### src/rtl/core/gfps_pkg.sv
// gfps_pkg: shared widths, register indices and the sideband type for the
// ghost-fluid stencil datapath. No dependencies.
package gfps_pkg;

    localparam int LEVEL_W   = 32;
    localparam int FRAC_BITS = 16;
    localparam int QW        = 24;
    localparam int SUM_W     = 27;
    localparam int NLANE     = 6;
    localparam int NSTG      = QW + 2;
    localparam int CFG_IDX_W = 2;
    localparam int CFG_W     = 24;

    localparam logic [QW-1:0] FRAC_SAT = {QW{1'b1}};

    typedef enum logic [CFG_IDX_W-1:0] {
        CFG_FRAC_MIN = 2'd0,
        CFG_FRAC_MAX = 2'd1,
        CFG_TWO_DIM  = 2'd2
    } t_cfg_idx;

    typedef struct packed {
        logic active;
        logic x_link;
        logic y_link;
        logic z_link;
    } t_side;

endpackage

### src/rtl/core/gfps_lane.sv
// gfps_lane: one neighbour lane, pipelined restoring divider for the inverse
// interface fraction followed by saturation and clamp. Uses gfps_pkg.
module gfps_lane (
    input  logic                            i_clk,
    input  logic [gfps_pkg::NSTG-1:0]       i_en,
    input  logic [gfps_pkg::LEVEL_W-1:0]    i_a,
    input  logic signed [gfps_pkg::LEVEL_W-1:0] i_level,
    input  logic                            i_use,
    input  logic [gfps_pkg::QW-1:0]         i_min,
    input  logic [gfps_pkg::QW-1:0]         i_max,
    output logic [gfps_pkg::QW-1:0]         o_frac
);
    localparam int LW = gfps_pkg::LEVEL_W;
    localparam int QW = gfps_pkg::QW;
    localparam int DW = LW + gfps_pkg::FRAC_BITS;
    localparam int XW = LW + QW;

    logic [LW-1:0] r_a   [QW+1];
    logic [LW-1:0] r_rem [QW+1];
    logic [QW-1:0] r_low [QW+1];
    logic [QW-1:0] r_q   [QW+1];
    logic          r_use [QW+1];
    logic          r_sat [QW+1];
    logic [QW-1:0] r_frac;

    logic [LW-1:0] w_sum;
    logic [DW-1:0] w_d;
    logic [XW-1:0] w_thr;
    logic          w_use;

    // dividend (a + n) << frac and saturation test against a << 24
    always_comb begin
        w_sum = i_a + LW'(i_level);
        w_d   = {w_sum, {gfps_pkg::FRAC_BITS{1'b0}}};
        w_thr = XW'(i_a) << QW;
        w_use = i_use && !i_level[LW-1];
    end

    // entry stage
    always_ff @(posedge i_clk) begin
        if (i_en[0]) begin
            r_a[0]   <= i_a;
            r_rem[0] <= LW'(w_d >> QW);
            r_low[0] <= w_d[QW-1:0];
            r_q[0]   <= '0;
            r_use[0] <= w_use;
            r_sat[0] <= XW'(w_d) >= w_thr;
        end
    end

    // one quotient bit per stage
    for (genvar k = 1; k <= QW; k++) begin : g_div
        logic [LW:0]   w_t;
        logic          w_ge;
        logic [LW:0]   w_diff;
        always_comb begin
            w_t    = {r_rem[k-1], r_low[k-1][QW-1]};
            w_ge   = w_t >= {1'b0, r_a[k-1]};
            w_diff = w_t - {1'b0, r_a[k-1]};
        end
        always_ff @(posedge i_clk) begin
            if (i_en[k]) begin
                r_a[k]   <= r_a[k-1];
                r_rem[k] <= w_ge ? w_diff[LW-1:0] : w_t[LW-1:0];
                r_low[k] <= {r_low[k-1][QW-2:0], 1'b0};
                r_q[k]   <= {r_q[k-1][QW-2:0], w_ge};
                r_use[k] <= r_use[k-1];
                r_sat[k] <= r_sat[k-1];
            end
        end
    end

    // saturate, clamp, gate by use
    logic [QW-1:0] w_qs;
    logic [QW-1:0] w_hi;
    logic [QW-1:0] w_cl;
    always_comb begin
        w_qs = r_sat[QW] ? gfps_pkg::FRAC_SAT : r_q[QW];
        w_hi = (w_qs > i_max) ? i_max : w_qs;
        w_cl = (w_hi < i_min) ? i_min : w_hi;
    end

    always_ff @(posedge i_clk) begin
        if (i_en[QW+1]) begin
            r_frac <= r_use[QW] ? w_cl : '0;
        end
    end

    assign o_frac = r_frac;
endmodule

### config.mk
export PLATFORM = sky130hd
export DESIGN_NAME = gfps_lane
export DESIGN_NICKNAME = d
export VERILOG_FILES = /design/src/rtl/core/gfps_pkg.sv /design/src/rtl/core/gfps_lane.sv
export SDC_FILE = /design/constraint.sdc
export NUM_CORES = 2
export LEC_CHECK = 0
export BUFFER_PORTS_ARGS = -buffer_cell sky130_fd_sc_hd__buf_2
export CAP_MARGIN = 20
export CORE_MARGIN = 2
export CORE_UTILIZATION = 35
export CTS_CLUSTER_SIZE = 25
export DETAILED_ROUTE_END_ITERATION = 6
export HOLD_SLACK_MARGIN = 0.02
export MAX_ROUTING_LAYER = met4
export PLACE_DENSITY_LB_ADDON = 0.05
export SETUP_SLACK_MARGIN = 0.4
export SLEW_MARGIN = 10
export SYNTH_ARGS = -nofsm -noshare
export SYNTH_HDL_FRONTEND = slang
export SYNTH_SLANG_ARGS = --single-unit
### constraint.sdc
create_clock -name i_clk -period 13.4 [get_ports i_clk]
set_input_delay 1.34 -clock i_clk [delete_from_list [all_inputs] [get_ports i_clk]]
set_output_delay 1.34 -clock i_clk [all_outputs]
set_load 0.005 [all_outputs]
# Word-level counts from Yosys, hierarchy flattened
# Memories as Yosys holds them, arrays and structs flattened.
# Cells that the tools add are included.
# Widths: inputs -> output; s select.
# totals
memories,6
output_inout_bits,24
ff_bits,24
mem_bits_rw,2825
# memory_table
name,words,word_bits,rd,rd_ports_with_merged_regs,write_ports,line_no,rtl
r_a,25,32,24,0,25,gfps_lane.sv:18,logic [LW-1:0] r_a [QW+1];
r_rem,25,32,24,0,25,gfps_lane.sv:19,logic [LW-1:0] r_rem [QW+1];
r_q,25,24,25,0,25,gfps_lane.sv:21,logic [QW-1:0] r_q [QW+1];
r_low,25,23,24,0,25,gfps_lane.sv:20,logic [QW-1:0] r_low [QW+1];
r_sat,25,1,25,0,25,gfps_lane.sv:23,logic r_sat [QW+1];
r_use,25,1,25,0,25,gfps_lane.sv:22,logic r_use [QW+1];
# op_classes
add_sub_neg,25
order_cmp,27
reduce_logical,2
muxes,77
# op_table
operator,count
$ge 33x32->1,24
$mux 32,24
$sub 32x32->32,24
$mux 24,3
$ge 48x56->1,1
$mux 1,50
$add 32x32->32,1
$gt 24x24->1,1
$lt 24x24->1,1
$logic_and 1x1->1,1
$logic_not 1->1,1

# Logic depth before layout (Yosys ltp)
# An unclocked memory read counts as a cell.
# logic_depth
word_depth,6
ltp_mapped,25
ltp_nobuf,23

# Worst setup path before layout
# No wires, ideal clock.
# synth_path
kind,input to register
start,input port i_max[1] (netlist bit)
end,"register r_frac[10], in the netlist o_frac[10] (data pin)"
required_time_ns,13.248
stages,24
slack_ns,7.446
n_path_buf,3
setup_ns,0.152
arrival_ns,5.802
path_cell_list,inv_1 ha_1 nor2b_1 o21a_1 o21ai_0 a21oi_1 o31a_1 or3_1 nand2_1 buf_1 mux2_2 ha_1 a21o_1 a21o_1 a21o_1 a21o_1 a211oi_1 o31a_1 nand3_1 a21o_1 and2_0 clkbuf_1 clkbuf_1 o21ai_0
# synth_via
elab_chain_cells,4
# synth_rtl
element,line_no,rtl
from (decl),gfps_lane.sv:10,"input logic [gfps_pkg::QW-1:0] i_max,"
$gt 24x24->1,gfps_lane.sv:79,w_hi = (w_qs > i_max) ? i_max : w_qs;
$mux 24 *,gfps_lane.sv:79,
$lt 24x24->1,gfps_lane.sv:80,w_cl = (w_hi < i_min) ? i_min : w_hi;
$mux 24 *,gfps_lane.sv:80,
to (signal assigned),gfps_lane.sv:85,r_frac <= r_use[QW] ? w_cl : '0;
to (decl),gfps_lane.sv:24,logic [QW-1:0] r_frac;
# Mark *: on every way between the ends. The rest lies on a longest branch, timed or not.
# A chain may end at the register's enable or synchronous reset.

==> impl_metrics.py <==
metrics = {
    "run_status": {
        "result_of_the_run": "finished clean",
    },
    "worst_setup_path": {
        "crit_chain": "or2_2, ha_1, nor2b_1, o21a_1, o21ai_0, a21oi_1, o31a_1, or3_1, nand2_1, buf_16, mux2_2, ha_1, nand4_1, nor2_1, nand2_1, nor3_1, a21oi_1, o31a_1, nand3_1, a21o_1, buf_4, and2_0, buf_4, o21ai_0",
        "reg2reg_slack_ns": 6.90,
        "critical_path.reg2reg.startpoint": "r_sat[1][8]",
        "end_kind": "flop",
        "reg2reg_to": "o_frac[11]",
        "start_kind": "flop",
        "worst-setup-path-type": "flop to flop",
        "crit_slowest_cell": "sky130_fd_sc_hd__edfxtp_1",
        "critPathBufInv": 3,
        "critPathMaxFanout": 25,
        "critical-path-top-delay-family": "simple AND/OR/NAND/NOR gates",
        "critPathArrivalTime_ns": 7.15,
        "timing.critical_path.required_ns": 14.05,
        "worstRegToRegCells": 24,
        "crit_path_max_incr_delay_ns": 0.72,
    },
    "synthesis": {
        "post-synth-top-area-fraction_pct": 53.4,
        "syn_avg_cell_area_um2": 11.5,
        "synth-seq-cells": 1938,
        "synth_common_cells": "sky130_fd_sc_hd__edfxtp_1, sky130_fd_sc_hd__inv_1, sky130_fd_sc_hd__ha_1",
        "synth.most_common_cell": "sky130_fd_sc_hd__edfxtp_1",
        "netlist.top_cell.by_area": "sky130_fd_sc_hd__edfxtp_1",
        "synth_fa_ha_area_share_pct": 10.3,
        "synth-xor-area-share_pct": 4.71,
        "postSynthCellCount": 9479,
        "ys.flop_type": "sky130_fd_sc_hd__edfxtp_1",
        "synth_sequential_area_ratio_pct": 53.4,
        "synth_nets": 10505,
        "synth.yosys.warnings": 0,
        "synth.mux.area_fraction_pct": 4.01,
        "synthDistinctLibCells": 94,
        "number_of_flops_mapped_to_enable_cells_by_yosys": 1938,
        "synth-simple-area-share_pct": 9.00,
        "synth_top_cells_by_area": "sky130_fd_sc_hd__edfxtp_1, sky130_fd_sc_hd__ha_1, sky130_fd_sc_hd__inv_1",
        "synth_top_family_by_area": "compound AO/OA/AOI/OAI gates",
        "syn-cell-area_mm2": 0.109,
        "ys_async_sr_fraction_pct": 0,
        "synth_compound_gate_area_share_pct": 14.3,
    },
    "drt": {
        "dr.first_iter.drc_count": 4457,
        "drt_first_pass_iters": 6,
        "vias_per_cell": 5.10,
        "detailroute.via_count": 71837,
        "drtAntennaViolNets": 0,
        "routed_wl_um": 305000,
        "drc": 0,
        "routed_wire_length_per_instance_um": 21.6,
    },
    "worst_hold_path": {
        "hold-path-endpoint": "r_q[0][199]",
        "holdPathStages": 0,
        "hp-class": "flop to flop",
        "min_from": "r_q[0][174]",
    },
    "final_layout": {
        "synthToLayoutAreaGrowth_pct": 12.4,
        "utilization_pct": 39.6,
        "design.final.nets": 10795,
        "layout-drive-gt1-share_pct": 10.3,
        "fillers": 29658,
    },
    "pwr": {
        "internal_cell_power_w": 0.0179,
        "vdd_drop_max_v": 0.000125,
        "power.switching_fraction_pct": 37.5,
        "power.density_mw_per_mm2": 234,
        "cellLeakagePower_nw": 50.1,
        "p_sw_w": 0.0107,
        "power.share.clock_pct": 22.0,
        "sequentialPowerShare_pct": 34.4,
        "comb_power_share_pct": 43.6,
    },
    "timing": {
        "report.final.hold_viol_count": 0,
        "timing.max_slew.rel_slack_pct": 26.9,
        "fmaxAchievable_mhz": 154,
        "finalMaxSlewViolations": 0,
        "setup_violations": 0,
        "rsz0062_at_grt": "false",
        "min_period_ns": 6.50,
        "final_min_period_over_clock_period_pct": 48.5,
        "totalNegativeSetupSlack_ns": 0,
        "worst_pin_slew_ns": 1.09,
        "clk_skew_ns": 0.0630,
    },
    "clock_tree": {
        "cts_h_tree_depth": 4,
        "cts.path.max_buffers": 4,
        "cts-resized-gates": 0,
        "post_cts.repair.setup_buffers": 0,
        "cts_num_sinks": 1938,
        "tritoncts.num_buffers": 232,
        "tritoncts": "built",
        "clk_transition_reported_paths_ns": 0.06,
        "cts_hold_buf": 0,
        "worstSkewPairLatency_ns": 0.91,
        "clockRootBuffer": "sky130_fd_sc_hd__clkbuf_16",
    },
    "floorplanning": {
        "number_of_top_level_pins": 164,
        "floorplan.rows": 204,
        "floorplan.die.width_um": 562,
        "die_height_um": 562,
        "core_area_mm2": 0.309,
        "start_util_pct": 35.2,
        "dieArea_mm2": 0.316,
    },
    "global_routing": {
        "antenna_found_initial": 13,
        "grt_util_met2_pct": 34.7,
        "total_congestion_overflow_after_global_routing": 0,
        "global_route.usage.met1_pct": 23.5,
        "grt_max_degree": 72,
        "number_of_global_route_vias_before_repair": 72680,
        "grt-busiest-layer": "met2",
        "grt_util_all_layers_pct": 19.6,
        "grt_pass1_wl_um": 459000,
        "global_route.usage.met3_pct": 1.90,
    },
    "placed_design": {
        "final_gp_congestion": 0.888,
        "io_buffer_count": 163,
        "dpl.hpwl_um": 239000,
    },
    "job": {
        "drv_cap": 0,
    },
}
[per-stage QoR]
stage | setup slack [ns] | hold WS, ns | cells | instance area [µm²] | total power [W]
4_1_cts | 6.79 | 0.371 | 14080 | 122000 | 0.0291
6_report | 6.90 | 0.379 | 14095 | 122000 | 0.0287
5_1_grt | 6.34 | 0.391 | 14093 | 122000 | 0.0307
2_1_floorplan | 7.45 | 0.400 | 9479 | 109000 | 0.0186
3_5_place_dp | 6.43 | 0.405 | 13654 | 115000 | 0.0225
3_3_place_gp | 6.04 | 0.401 | 13652 | 115000 | 0.0225
[layout by cell type (no fill, tap or decap), types with 123 or more instances in the layout]
cell,netlist,layout
sky130_fd_sc_hd__nor2_1,466,465
sky130_fd_sc_hd__o21ai_0,580,580
sky130_fd_sc_hd__buf_2,48,140
sky130_fd_sc_hd__a21o_1,395,394
sky130_fd_sc_hd__xor2_1,228,228
sky130_fd_sc_hd__xnor2_1,358,358
sky130_fd_sc_hd__inv_1,1050,1050
sky130_fd_sc_hd__ha_1,862,862
sky130_fd_sc_hd__clkbuf_16,0,233
sky130_fd_sc_hd__edfxtp_1,1938,1938
sky130_fd_sc_hd__mux2_2,303,303
sky130_fd_sc_hd__nand4_1,123,123
sky130_fd_sc_hd__nand3_1,136,136
sky130_fd_sc_hd__nand2_1,606,604
sky130_fd_sc_hd__a21oi_1,716,713
[power by group through the flow]
stage | Clock (W) | Combinational (W) | Sequential, W
global route | 0.00675 | 0.0140 | 0.0100
CTS | 0.00653 | 0.0126 | 0.00992
floorplan | 0 | 0.00928 | 0.00937
detailed placement | 0 | 0.0125 | 0.0100
finish | 0.00631 | 0.0125 | 0.00987
global placement | 0 | 0.0125 | 0.0100
[worst max-delay path by stage]
stage	end	cells past startpoint	from	slack [ns]
finish	o_frac[11]	24	r_sat[1][8]	6.90
global route	o_frac[17]	24	r_sat[1][8]	6.34
CTS	o_frac[7]	24	r_sat[1][8]	6.79
detailed placement	o_frac[7]	25	i_max[1]	6.43
global placement	o_frac[0]	24	i_max[1]	6.04
floorplan	o_frac[10]	24	i_max[1]	7.45
[state kept, by name, summed over array words and instances, names as in the netlist]
register and flops:
r_q 300, r_low 36, o_frac 24, r_sat 25, r_use 25, r_rem 760
r_a 768
[cells by family after synthesis]
group	count (synthesis)
mux	378
simple gates	2020
compound gates	2458
xor+xnor	586
flops	1938
fa+ha+maj	886
buf+inv	1213
[routing by layer]
metal | up-vias | share of wire [%]
met2 | 1047 | 51
met4 | 0 | 3.2
met3 | 428 | 2.7
li1 | 35513 | -
met1 | 34849 | 43
met5 | - | 0
[final cells by class]
class                      count  area (µm²)  area share, %
sequential                  1938       58200           47.5
timing repair buffer         218        1330           1.09
antenna                       14        35.0         0.0286
multi-input combinational   6328       46300           37.8
clock inverter               150        1550           1.26
clock buffer                 276        5990           4.89
inverter                    1051        3950           3.22
tap                         4120        5150           4.21
Power figures use the tool's default switching activity.
