File: src/rtl/core/gfps_pkg.sv
// gfps_pkg: shared widths, register indices and the sideband type for the
// ghost-fluid stencil datapath. No dependencies.
package gfps_pkg;

    localparam int LEVEL_W   = 32;
    localparam int FRAC_BITS = 16;
    localparam int QW        = 24;
    localparam int SUM_W     = 27;
    localparam int NLANE     = 6;
    localparam int NSTG      = QW + 2;
    localparam int CFG_IDX_W = 2;
    localparam int CFG_W     = 24;

    localparam logic [QW-1:0] FRAC_SAT = {QW{1'b1}};

    typedef enum logic [CFG_IDX_W-1:0] {
        CFG_FRAC_MIN = 2'd0,
        CFG_FRAC_MAX = 2'd1,
        CFG_TWO_DIM  = 2'd2
    } t_cfg_idx;

    typedef struct packed {
        logic active;
        logic x_link;
        logic y_link;
        logic z_link;
    } t_side;

endpackage

File: src/rtl/core/gfps_row_if.sv
// gfps_row_if: valid/ready channel carrying one stencil row result
// depends on gfps_pkg for widths
interface gfps_row_if;
    logic valid;
    logic ready;
    logic                        active;
    logic [gfps_pkg::SUM_W-1:0]  ghost_diag_sum;
    logic                        x_link;
    logic                        y_link;
    logic                        z_link;

    modport source (output valid, active, ghost_diag_sum, x_link, y_link, z_link,
                    input ready);
    modport sink   (input valid, active, ghost_diag_sum, x_link, y_link, z_link,
                    output ready);
endinterface

File: src/rtl/core/gfps_merge.sv
// gfps_merge: adds the six lane fractions and holds the result in the
// output register. Uses gfps_pkg and gfps_row_if.
module gfps_merge (
    input  logic                      i_clk,
    input  logic                      i_rst_n,
    input  logic                      i_valid,
    input  logic [gfps_pkg::QW-1:0]   i_frac [gfps_pkg::NLANE],
    input  gfps_pkg::t_side           i_side,
    output logic                      o_en,
    gfps_row_if.source                o_row
);
    localparam int SW = gfps_pkg::SUM_W;

    logic          r_valid;
    logic [SW-1:0] r_sum;
    gfps_pkg::t_side r_side;
    logic [SW-1:0] w_sum;

    // register can load when empty or being drained
    assign o_en = !r_valid || o_row.ready;

    // lane sum
    always_comb begin
        w_sum = '0;
        for (int i = 0; i < gfps_pkg::NLANE; i++) begin
            w_sum = w_sum + SW'(i_frac[i]);
        end
    end

    always_ff @(posedge i_clk) begin
        if (!i_rst_n) begin
            r_valid <= 1'b0;
        end else if (o_en) begin
            r_valid <= i_valid;
        end
    end

    always_ff @(posedge i_clk) begin
        if (o_en) begin
            r_sum  <= w_sum;
            r_side <= i_side;
        end
    end

    assign o_row.valid          = r_valid;
    assign o_row.active         = r_side.active;
    assign o_row.ghost_diag_sum = r_sum;
    assign o_row.x_link         = r_side.x_link;
    assign o_row.y_link         = r_side.y_link;
    assign o_row.z_link         = r_side.z_link;
endmodule

File: src/flat_wrapper.sv
// flat-port wrapper written by rule: the top's interface ports become plain ports
module gfps_merge_flat 
  (i_clk, i_rst_n, i_valid, i_frac, i_side, o_en, o_row_valid, o_row_active, o_row_ghost_diag_sum, o_row_x_link, o_row_y_link, o_row_z_link, o_row_ready);
  gfps_row_if o_row_i ();
  input  logic i_clk;
  input  logic i_rst_n;
  input  logic i_valid;
  input  logic [gfps_pkg::QW-1:0] i_frac[gfps_pkg::NLANE];
  input  gfps_pkg::t_side i_side;
  output logic o_en;
  output wire logic [$bits(o_row_i.valid)-1:0] o_row_valid;
  output wire logic [$bits(o_row_i.active)-1:0] o_row_active;
  output wire logic [$bits(o_row_i.ghost_diag_sum)-1:0] o_row_ghost_diag_sum;
  output wire logic [$bits(o_row_i.x_link)-1:0] o_row_x_link;
  output wire logic [$bits(o_row_i.y_link)-1:0] o_row_y_link;
  output wire logic [$bits(o_row_i.z_link)-1:0] o_row_z_link;
  input wire logic [$bits(o_row_i.ready)-1:0] o_row_ready;
  assign o_row_valid = o_row_i.valid;
  assign o_row_active = o_row_i.active;
  assign o_row_ghost_diag_sum = o_row_i.ghost_diag_sum;
  assign o_row_x_link = o_row_i.x_link;
  assign o_row_y_link = o_row_i.y_link;
  assign o_row_z_link = o_row_i.z_link;
  assign o_row_i.ready = o_row_ready;
  gfps_merge u_core (.i_clk(i_clk), .i_rst_n(i_rst_n), .i_valid(i_valid), .i_frac(i_frac), .i_side(i_side), .o_en(o_en), .o_row(o_row_i));
endmodule
File: config.mk
export PLATFORM = sky130hd
export DESIGN_NAME = gfps_merge_flat
export DESIGN_NICKNAME = d
export VERILOG_FILES = /design/src/rtl/core/gfps_pkg.sv /design/src/rtl/core/gfps_row_if.sv /design/src/rtl/core/gfps_merge.sv /design/src/flat_wrapper.sv
export SDC_FILE = /design/constraint.sdc
export NUM_CORES = 1
export LEC_CHECK = 0
export BUFFER_PORTS_ARGS = -buffer_cell sky130_fd_sc_hd__buf_2
export CORE_MARGIN = 3
export CORE_UTILIZATION = 53
export DETAILED_ROUTE_END_ITERATION = 8
export PLACE_DENSITY = 0.88
export SLEW_MARGIN = 20
export SYNTH_ARGS = -nofsm -noshare
export SYNTH_HDL_FRONTEND = slang
export SYNTH_SLANG_ARGS = --single-unit
File: constraint.sdc
create_clock -name i_clk -period 6.6 [get_ports i_clk]
set_clock_uncertainty 0.2 [all_clocks]
set_input_delay 0.33 -clock i_clk [delete_from_list [all_inputs] [get_ports i_clk]]
set_output_delay 0.33 -clock i_clk [all_outputs]
set_load 0.02 [all_outputs]
[Yosys cells after proc, flatten, opt, wreduce, memory -nomap -nowiden]
Index checks and enable logic that the tools add are counted.
Cells by class
  $add $sub $neg: 5
  multiplexer cells: 0
  magnitude comparators: 0
  div/mod/pow operators: 0
  shifts and indexed selects: 0
  multiply operators: 0
  bitwise gates (word level): 0
  reduce and logical (&&, ||, !) cells: 2
  equality and inequality tests: 0
Operators by type and width (count)
  $add 27x24->27: 4
  $add 24x24->25: 1
  $logic_not 1->1: 1
  $logic_or 1x1->1: 1
Word-level totals
  word-level logic and storage cells: 13
  memory bits (writable): 0
  register bits: 32
  output and inout bits: 33
  input port bits: 152
  latch bits: 0
  ROM bits: 0
  memories: 0

[Depth between registers and ports, before layout]
Gate-level depths: netlist of the first run.
  word-level depth: 5
  gate-level depth with buffers: 24
  depth with buffers taken out: 23

[Least setup slack after synthesis of the first run]
No wires, ideal clock.
  kind: input -> register
  from: input port i_frac[96] in the netlist's numbering
  to: register u_core.r_sum[26] (netlist: u_core.o_row.ghost_diag_sum[26]) (data pin)
  stages: 23
  setup slack: 0.813 ns
  setup time: 0.261 ns
  arrival time: 5.326 ns
  buffers on the path: 1
  cells stage by stage: ha_1 -> inv_1 -> fa_1 -> nor2b_4 -> o2111a_1 -> a211o_2 -> a311o_1 -> a21oi_1 -> xnor2_1 -> fa_1 -> fa_1 -> inv_1 -> fa_1 -> inv_1 -> ha_1 -> clkbuf_1 -> nand2_1 -> o21ai_0 -> a2111oi_0 -> o2bb2ai_1 -> a31oi_1 -> a2bb2oi_1 -> a311o_1
Between the ends
  word-level cells in the longest chain between the ends: 5
Ends and longest elaborated chain
  start, declared: RTL line flat_wrapper.sv:8  | input logic [gfps_pkg::QW-1:0] i_frac[gfps_pkg::NLANE];
  $add 24x24->25: RTL line gfps_merge.sv:26  | w_sum = w_sum + SW'(i_frac[i]);
  $add 27x24->27 (4 in series): RTL line gfps_merge.sv:26
  net u_core.w_sum[26]: RTL line gfps_merge.sv:17  | logic [SW-1:0] w_sum;
  end signal, assigned: RTL line gfps_merge.sv:40  | r_sum <= w_sum;
  end, declared: RTL line gfps_merge.sv:15  | logic [SW-1:0] r_sum;
The timed path passes the listed nets, and every way through them passes these cells.
A chain may end at the register's enable or synchronous reset.

[Worst setup path in the final report of the first run]
Same ends and word-level chain as after synthesis.

==> results.cfg, run 1 <==
[min_path]
whs_path_depth = 1
hp-class = primary input to register
hp-start = i_side[2]

[clock_tree]
htree_levels = 2
cts_root_buf = clkbuf_8
cts.reportedPaths.clkPinSlew_ns = 0.07
cts_tree = done
cts_buffers = 5
insertion_delay_ns = 0.27
cts_max_path_buffers = 2
cts.sinks = 32
cts_setup_buffers = 0
hold_buffers = 0
cts-resized-gates = 0

[setup_path]
reg2reg_depth = 2
r2r_slack_ns = 5.31
r2r_end = u_core.o_row.ghost_diag_sum[7]
path_class = primary input to register
required_ns = 6.43
critPathCaptureType = register
cp-endpoint = u_core.o_row.ghost_diag_sum[26]
timing.rr.start = u_core.o_row.valid
startpoint_type = primary input
startpoint = i_frac[96]
crit_path_max_fanout = 8
critPathArrivalTime_ns = 5.97

[placed_design]
gp_congestion = 0.970
preCtsSetupSlack_ns = 0.262
post-dp-hpwl_um = 12500
portBuffers = 184

[grt]
grt_pass1_wl_um = 23400
grt_antenna_before_repair = 0
grt_remaining_overflow = 0
grt_use_total_pct = 24.7
grt_pass1_vias = 5166
grt_max_degree = 34

[yosys]
ys_types = 62
synth_area_per_cell_um2 = 9.33
yosys_warnings = 0
ys.flop_type = edfxtp_1
syn-num-nets = 869
async_reset_ff_share_pct = 0
synth_edf_count = 31
ys_seq_area_share_pct = 17.3
postSynthCellCount = 591
synth-seq-cells = 32
synth_area_um2 = 5510

[floorplan]
fp.dieH_um = 108
start_util_pct = 55.4
dieArea_um2 = 11700
io_pins = 185
design.core.area_um2 = 9950
rows = 36
die_w_um = 108

[power_and_ir_drop]
p_seq_share_pct = 14.3
ir_drop_v = 0.000220
p_leak_nw = 3.51
p_switching_mw = 1.59
p_clk_share_pct = 5.5
p_sw_share_pct = 49.5
p_int_mw = 1.63
power_frac_comb_pct = 80.2
cellPowerDensity_nw_per_um2 = 485

[run]
drv_cap = 0

[timing]
finalSetupViolations = 0
maxSlewHeadroom_pct = 65.3
worst_slack_ns = 0.460
fmax_ghz = 0.163
post-route-period-util_pct = 93.0
min_period_ns = 6.14
maxSlewViolCount = 0
setup_tns_ns = 0
tightestPinTransition_ns = 0.513
final_hold_viol_count = 0
rsz0062_at_grt = false

[finish]
antennaDiodeCount = 0
mostFrequentLayoutCells = buf_2 (184), inv_1 (135), fa_1 (73), ha_1 (53), a21oi_1 (45)
final_common_cell = buf_2
syn2layout_area_growth_pct = 20.6
drive_above_1_share_pct = 26.8
nets = 1046

[routing]
wl_met2_um = 7340
antenna_left = 0
via_count = 4976
via_per_inst = 5.52
drtIter0Drc = 235
drt-pass1-iter-count = 7
wl_met3_um = 890
top_layer = met4
wl_per_cell_um = 15.6
drc = 0
totalWireLength_um = 14100
drt-met1-wl_um = 5320

[run_status]
status = completed
-- critical path, stage by stage --
cell and delay [ns]:
buf_2 0.11, ha_1 0.22, inv_1 0.08, fa_1 0.25
nor2b_4 0.06, o2111a_1 0.28, a211o_2 0.35, a311o_1 0.39
a21oi_1 0.19, xnor2_1 0.16, fa_1 0.47, fa_1 0.52
inv_1 0.05, fa_1 0.49, inv_1 0.04, ha_1 0.40
nand2_1 0.10, o21ai_0 0.11, a2111oi_0 0.53, o2bb2ai_1 0.11
a31oi_1 0.25, a2bb2oi_1 0.16, a311o_1 0.33
-- stage by stage --
stage	instances	cell area [µm²]	utilization [%]	hold slack (ns)	total power, mW
finish	902	6650	66.8	0.0289	3.22
global route	902	6650	66.8	0.0243	3.57
CTS	902	6650	66.8	0.0192	3.20
detailed placement	894	6540	65.7	0.309	3.02
global placement	894	6540	65.7	0.310	2.87
floorplan	591	5510	-	0.229	2.40
-- worst min-delay path by stage --
stage,end,slack [ns]
floorplan,u_core.o_row.active,0.23
CTS,u_core.o_row.x_link,0.02
finish,u_core.o_row.x_link,0.03
detailed placement,u_core.o_row.x_link,0.31
global placement,u_core.o_row.z_link,0.31
global route,u_core.o_row.y_link,0.02
-- cell type report --
| cell class | instances | area (µm²) |
|---|---|---|
| multi-input cells | 409 | 3990 |
| fillers | 781 | 3310 |
| flip-flops and latches | 32 | 951 |
| repair buffers | 185 | 928 |
| inverters | 135 | 507 |
| well taps | 133 | 166 |
| clock buffers | 5 | 68.8 |
| clock inverters | 3 | 42.5 |
-- Yosys cell counts (22+ instances only) --
master	instances	share of area, %
xnor2_1	31	4.9
a21oi_1	45	4.1
fa_1	73	27
o21ai_0	22	2.0
edfxtp_1	31	17
a21o_1	22	3.0
nor2_1	23	1.6
inv_1	135	9.2
ha_1	53	12
nand2_1	24	1.6
-- routing by layer --
metal / vias to the layer above / global-route usage [%]
met5: - / 0
li1: 2333 / -
met3: 52 / 2.27
met2: 257 / 44.5
met1: 2334 / 30.6
met4: 0 / 9.47
-- power groups by stage --
stage	logic, mW	registers [mW]	clock network, mW
after global routing	2.91	0.469	0.192
after floorplan	1.82	0.587	0
after global placement	2.41	0.466	0
after CTS	2.56	0.462	0.183
after detailed placement	2.55	0.466	0
final	2.58	0.460	0.179
-- registers in the layout, summed over array words and instances (netlist names) --
register / cells
u_core.o_row.ghost_diag_sum: 27
u_core.o_row.active: 1
u_core.o_row.valid: 1
u_core.o_row.x_link: 1
u_core.o_row.y_link: 1
u_core.o_row.z_link: 1
-- logic make-up (layout without fill, tap and decap cells) --
family	count (synthesis)	in the layout	share of synthesized area [%]
AOI/OAI and AO/OA	157	157	19.4
buffers and inverters	150	328	10.4
adders and majority gates	126	126	38.5
and+or+nand+nor	84	84	7.65
xor gates and xnor gates	42	42	6.67
DFF	32	32	17.3
No activity file was read; power rests on OpenSTA's default activity.
==> run 2: changes to the inputs <==
--- a/config.mk
+++ b/config.mk
@@ -9,7 +9,7 @@
 export CORE_MARGIN = 3
 export CORE_UTILIZATION = 53
 export DETAILED_ROUTE_END_ITERATION = 8
-export PLACE_DENSITY = 0.88
+export PLACE_DENSITY = 0.83
 export SLEW_MARGIN = 20
 export SYNTH_ARGS = -nofsm -noshare
 export SYNTH_HDL_FRONTEND = slang
==> results.cfg, run 2 (synthesized netlist as in run 1, its figures left out) <==
[placed_design]
dpl_cell_area_um2 = 6540
post-dp-hpwl_um = 12000
portBuffers = 184
gp_congestion = 0.927

[clock_tree]
insertion_delay_ns = 0.28
htree_levels = 2
hold_buffers = 0
cts_setup_buffers = 0
cts_max_path_buffers = 2
cts.sinks = 32
cts_root_buf = clkbuf_8
cts_buffers = 5
cts.reportedPaths.clkPinSlew_ns = 0.07
cts_tree = done
cts-resized-gates = 0

[routing]
drt-pass1-iter-count = 5
wl_per_cell_um = 15.1
antenna_left = 0
totalWireLength_um = 13600
via_count = 4813
via_per_inst = 5.34
drc = 0
drtIter0Drc = 192

[timing]
fmax_ghz = 0.164
post-route-period-util_pct = 92.4
maxSlewHeadroom_pct = 62.6
maxSlewViolCount = 0
setup_tns_ns = 0
rsz0062_at_grt = false
finalSetupViolations = 0
min_period_ns = 6.10
final_hold_viol_count = 0
tightestPinTransition_ns = 0.552

[setup_path]
crit_family = compound AO/OA/AOI/OAI gates
critPathCaptureType = register
critical-path-max-stage-delay_ns = 0.52
reg2reg_depth = 2
required_ns = 6.43
cp.depth = 23
startpoint_type = primary input
crit_path_max_fanout = 7
critPathMostFrequentCell = fa_1
critPathArrivalTime_ns = 5.93
r2r_slack_ns = 5.33
worstPathCellList = buf_2 > ha_1 > inv_1 > fa_1 > nor2b_4 > o2111a_1 > a211o_2 > a311o_1 > o21a_1 > nor2_1 > xnor2_1 > fa_1 > fa_1 > inv_1 > fa_1 > inv_1 > ha_1 > a21o_1 > a2111oi_0 > o2bb2ai_1 > a31oi_1 > a2bb2oi_1 > a311o_1
crit_path_top_delay_cell = fa_1
critPathBufInv = 4
path_class = primary input to register

[power_and_ir_drop]
ir_drop_v = 0.000265
cellPowerDensity_nw_per_um2 = 483
p_leak_nw = 3.51
total_power_mw = 3.21

[finish]
fillers = 820
mostFrequentLayoutCells = buf_2 (184), inv_1 (135), fa_1 (73), ha_1 (53), a21oi_1 (45)
nets = 1046
largest_register_ffs = 27
antennaDiodeCount = 0
drive_above_1_share_pct = 26.8
final_area_um2 = 6650
syn2layout_area_growth_pct = 20.6
final_common_cell = buf_2

[min_path]
whs_path_depth = 1
hp-class = primary input to register

[grt]
grt_max_degree = 34
grt_antenna_before_repair = 0
grt_pass1_vias = 4845
grt_remaining_overflow = 0
grt_pass1_wl_um = 21700
grt_use_total_pct = 23.0

[floorplan]
rows = 36
fp.dieH_um = 108
dieArea_um2 = 11700
design.core.area_um2 = 9950
io_pins = 185
start_util_pct = 55.4
die_w_um = 108

[run_status]
status = completed

[run]
drv_cap = 0
==> run 2: metal layers <==
metal	GRT usage, %	wire length [µm]
met4	7.48	333
met3	2.15	775
met5	0	0
met1	29.3	5480
met2	41.3	7020
==> run 2: path summary, 6_finish.rpt <==
| check | endpoint | from |
|---|---|---|
| worst min-delay path | u_core.o_row.active | i_side[3] |
| worst max register to register | u_core.o_row.ghost_diag_sum[10] | u_core.o_row.valid |
| worst max-delay path | u_core.o_row.ghost_diag_sum[26] | i_frac[96] |
| worst min register to register | u_core.o_row.active | u_core.o_row.valid |
==> run 2: cell type report <==
cell class / instances / area [µm²] / area share (%)
multi-input combinational: 409 / 3990 / 59.9
sequential: 32 / 951 / 14.3
timing repair buffer: 185 / 928 / 14.0
inverter: 135 / 507 / 7.62
tap: 133 / 166 / 2.50
clock buffer: 5 / 68.8 / 1.04
clock inverter: 3 / 42.5 / 0.640
==> run 2: per-stage QoR <==
| step | hold WS, ns | setup slack, ns | std cells | utilization, % |
|---|---|---|---|---|
| 6_report | 0.0265 | 0.500 | 902 | 66.8 |
| 5_1_grt | 0.0172 | 0.173 | 902 | 66.8 |
| 4_1_cts | 0.0206 | 0.567 | 902 | 66.8 |
| 3_5_place_dp | 0.314 | 0.288 | 894 | 65.7 |
| 3_3_place_gp | 0.310 | 0.453 | 894 | 65.7 |
| 2_1_floorplan | 0.229 | 0.813 | 591 | - |
==> run 2: where the power goes <==
part	internal, mW	leakage, nW	switching (mW)
Clock	0.112	0.0541	0.0697
Combinational	1.08	3.12	1.49
Sequential	0.441	0.330	0.0211
